===== config.mk =====
export PLATFORM = sky130hd
export DESIGN_NAME = gjsp_ram
export DESIGN_NICKNAME = d
export VERILOG_FILES = /design/src/hdl/gjsp_ram.sv
export SDC_FILE = /design/constraint.sdc
export NUM_CORES = 1
export LEC_CHECK = 0
export BUFFER_PORTS_ARGS = -buffer_cell sky130_fd_sc_hd__buf_2
export CORE_MARGIN = 3
export CORE_UTILIZATION = 60
export CTS_CLUSTER_DIAMETER = 120
export DETAILED_ROUTE_END_ITERATION = 8
export PLACE_DENSITY = 0.76
export SLEW_MARGIN = 25
export SYNTH_ARGS = -nofsm -noshare
export SYNTH_HDL_FRONTEND = slang
export SYNTH_SLANG_ARGS = --single-unit

===== constraint.sdc =====
create_clock -name clock -period 3.75 [get_ports clock]
set_clock_uncertainty 0.15 [all_clocks]
set_input_delay 0.1875 -clock clock [delete_from_list [all_inputs] [get_ports clock]]
set_output_delay 0.1875 -clock clock [all_outputs]
set_load 0.1 [all_outputs]

===== src/hdl/gjsp_ram.sv =====
`timescale 1ns / 1ps
// ----------------------------------------------------------------------------
// gjsp_ram - generic single write, single read RAM
// One write port, one read port with registered read data.
// ----------------------------------------------------------------------------
module gjsp_ram #(
   parameter int WIDTH = 8,
   parameter int DEPTH = 64
) (
   input  logic                     clock,
   input  logic                     wr_en,
   input  logic [$clog2(DEPTH)-1:0] wr_addr,
   input  logic [WIDTH-1:0]         wr_data,
   input  logic [$clog2(DEPTH)-1:0] rd_addr,
   output logic [WIDTH-1:0]         rd_data
);

   logic [WIDTH-1:0] mem_ff [DEPTH];

   always_ff @(posedge clock) begin
      if (wr_en) begin
         mem_ff[wr_addr] <= wr_data;
      end
      rd_data <= mem_ff[rd_addr];
   end

endmodule

Yosys cells after proc, flatten, opt, wreduce, memory -nomap -nowiden
Memories as Yosys holds them, arrays and structs flattened. A register that Yosys moved wholly into a read port is not among the register bits.
Index checks and enable logic that the tools add are counted.
- register bits after elaboration: 0
- memory bits (writable): 512
- bits of input ports: 22
- output and inout bits: 8
- word-level logic and storage cells: 3
- memories kept: 1
- memories (memory ; depth ; bits a word ; rd ports ; clocked after memory_dff ; wr ports ; line ; text):
    mem_ff ; 64 ; 8 ; 1 ; 1 ; 1 ; 18 ; logic [WIDTH-1:0] mem_ff [DEPTH];
- multiplexer cells: 2
- operators by type and width (kind ; count):
    2-to-1 mux 1 bit ; 2

Longest topological paths before layout
- depth after elaboration: 2
- depth in mapped cells: 9
- gate-level depth less buffers: 5

Worst setup path before layout
No wires, ideal clock.
- kind: input -> register
- start: in rd_addr[1]
- end: reg rd_data[3], read port of mem_ff
- library setup time: 0.128 ns
- arrival time: 1.727 ns
- data required time: 3.472 ns
- slack: 1.745 ns
- stages: 7
- buffers on the path: 3
- cell sequence: buf_4 buf_2 buf_2 mux4_2 mux4_2 o21ai_1 o41ai_1
- RTL lines (element ; line ; text):
    start, declared ; 14 ; input logic [$clog2(DEPTH)-1:0] rd_addr,
    end, declared ; 15 ; output logic [WIDTH-1:0] rd_data

==> reports/metrics.csv <==
metric,value,unit
grtUsageTotal,24.33,%
post_cts_buffers,0,
detail-route-antenna-nets,0,
share_comb_of_total_power,5.6,%
finalHoldViolations,0,
powerDensity,530.6,mW/mm^2
hp-class,input pin to flip-flop,
r2r_start,mem_ff[29][4]$_DFFE_PP_,
setup_tns,0,ns
cts_buffer_depth,3,
end_kind,flip-flop,
gp_congestion,0.8452,
die_w,189.3,um
portBuffers,29,
cpPeakStageDelay,0.53,ns
vdd_drop_max,0.0004967,V
power_switching,2486,uW
via_count,9647,
worstPathArrival,2.62,ns
vias_per_cell,6.558,
fp.coreArea,0.03287,sq mm
synth_compound_area_share,2.072,%
fmax,0.4289,GHz
cts.hold.buffers_added,1,
critical_path_depth,5,
path_class,flip-flop to flip-flop,
synth_common_cells,"edfxtp_1, mux4_2, nor2_1",
synth_fa_ha_area_share,0,%
max-cap-violations,0,
instances_no_fill,1471,
cts_buffers,50,
wirelength,42360,um
slew_headroom,32.98,%
yosys.cell_types.count,40,
first_iter_violations,1178,
rows,66,
synth_nets,962,
seq_area_frac_synth,77.03,%
grt_pass1_wl,63910,um
yosys-mux-area-fraction,15.94,%
avgSynthCellArea,21.45,sq um
synthSimpleGateAreaFrac,3.388,%
synth_top_area_share,76.24,%
ys_warn_count,0,
crit_chain,mux4_2 > mux2_2 > o221a_2 > nor3_1 > o32ai_1,
final_nets,1012,
dieArea,0.03585,sq mm
clkPwrFrac,39.9,%
holdPathStages,1,
cp.required,4.04,ns
p_leak,0.006946,uW
min_from,wr_data[3],
syn_area,0.02017,sq mm
power.share.sequential,54.5,%
rsz0062_at_grt,no,
clk_pin_slew,0.06,ns
reg2reg_depth,5,
period_share,62.17,%
synth-edff-count,512,
pin_count,30,
cts_resized,0,
clk_latency,0.57,ns
antenna_found_initial,2,
final_max_slew_viol_count,0,
p_int,9358,uW
startpoint,mem_ff[29][4]$_DFFE_PP_,
wl_per_cell,28.79,um
status,completed,
fp.dieH,189.3,um
setup_viol,0,
start_util,61.36,%
grt_pass1_vias,9763,
place_hpwl,24950,um
fin_ws,1.419,ns
layout_min_cycle_time,2.331,ns
cts.htree.levels,2,
ys_ff_latch,520,
drc_errors,0,
sw_frac_of_total,20.99,%
yosys.area.top_type,edfxtp_1,
antenna_cells,0,
grt_max_degree,65,
ys_top_cells_by_area,"edfxtp_1, mux4_2, nor2_1",
crit_buf_inv,0,
power,11840,uW
place_ws,0.8109,ns
synth_top_family_by_area,multiplexers,
synthArstFlopShare,0,%
cp-start-kind,flip-flop,
area.growth.synth_to_final,10.70,%
worstMarginPinSlew,1.002,ns
cts_root_buf,clkbuf_16,
synth_xor_area_share,0,%
crit_family,multiplexers,
yosys_most_used_dff,edfxtp_1,
synth_cells,940,
synth_most_common_cell,edfxtp_1,
gr-total-overflow,0,
cp_max_fo,1,
drive_above_1_share,24.88,%
cts.sinks,520,
first_pass_iters,5,
dp.cells,1379,
cts_tree,done,
cp_slowest_cell,mux4_2,
==> layer usage <==
metal / global-route usage (%) / part of all wire [%]
met3: 4.129 / 9.1
met2: 37.89 / 49
met5: 0 / 0.064
met4: 7.393 / 2.9
met1: 36.47 / 39
==> through the flow <==
stage,util (%),hold slack [ns],area (sq um)
after global placement,63.15,0.4944,20750
after floorplan,-,0.1364,20170
final,67.92,0.02630,22320
after global routing,67.92,0.05189,22320
after detailed placement,63.16,0.4977,20760
after CTS,67.90,0.03699,22320
==> path summary, 6_finish.rpt <==
| path | endpoint | slack (ns) |
|---|---|---|
| setup / recovery | rd_data[4]$_DFF_P_ | 1.42 |
| hold / removal | mem_ff[15][3]$_DFFE_PP_ | 0.03 |
| setup reg to reg | rd_data[4]$_DFF_P_ | 1.42 |
| hold reg to reg | rd_data[6]$_DFF_P_ | 0.68 |
==> power by group through the flow <==
stage	clock network, uW	logic (uW)	registers (uW)
finish	4730	664	6450
global route	5040	701	6450
CTS	4800	667	6450
global placement	0	650	6570
detailed placement	0	662	6580
floorplan	0	343	6650
==> worst reg2reg max path: stages (launching register included) <==
cell and delay (ns):
edfxtp_1 0.42, mux4_2 0.53, mux2_2 0.32, o221a_2 0.29, nor3_1 0.36, o32ai_1 0.14
==> logic make-up after synthesis <==
logic type,after synthesis
DFF,520
muxes,162
and+or+nand+nor,153
AOI/OAI and AO/OA,54
buffers and inverters,51
==> cell usage in the layout (no fill, tap or decap), drive strengths merged, types with 2 or more instances in the layout <==
cell type / Yosys / layout
o21ai: 4 / 4
o2111ai: 3 / 3
nor2b: 14 / 14
clkinv: 0 / 16
a2111oi: 2 / 2
mux4: 126 / 126
a211oi: 4 / 4
mux2i: 23 / 23
nand2: 19 / 19
bufinv: 0 / 2
a22oi: 3 / 3
o221ai: 8 / 8
o32ai: 2 / 2
o221a: 2 / 2
buf: 34 / 47
edfxtp: 512 / 512
a21oi: 3 / 3
mux2: 13 / 13
dfxtp: 8 / 8
nor3: 7 / 7
o21a: 2 / 2
nor4: 2 / 2
o2bb2ai: 3 / 3
nand3b: 3 / 3
nand2b: 7 / 7
inv: 0 / 2
nor2: 83 / 83
nand3: 13 / 13
nand4: 2 / 2
o22ai: 8 / 8
a221oi: 6 / 6
clkbuf: 17 / 72
o41ai: 2 / 2
==> registers in the layout (all words and copies together) (netlist names) <==
register,flops
mem_ff,512
rd_data,8
==> layout make-up <==
type	count	area, sq um
Timing Repair Buffer	49	374.1
Fill cell	2025	10540
Multi-Input combinational cell	369	4315
Clock buffer	71	1380
Clock inverter	20	166.4
Tap cell	442	553.0
Sequential cell	520	15530
Power figures use the tool's default switching activity.
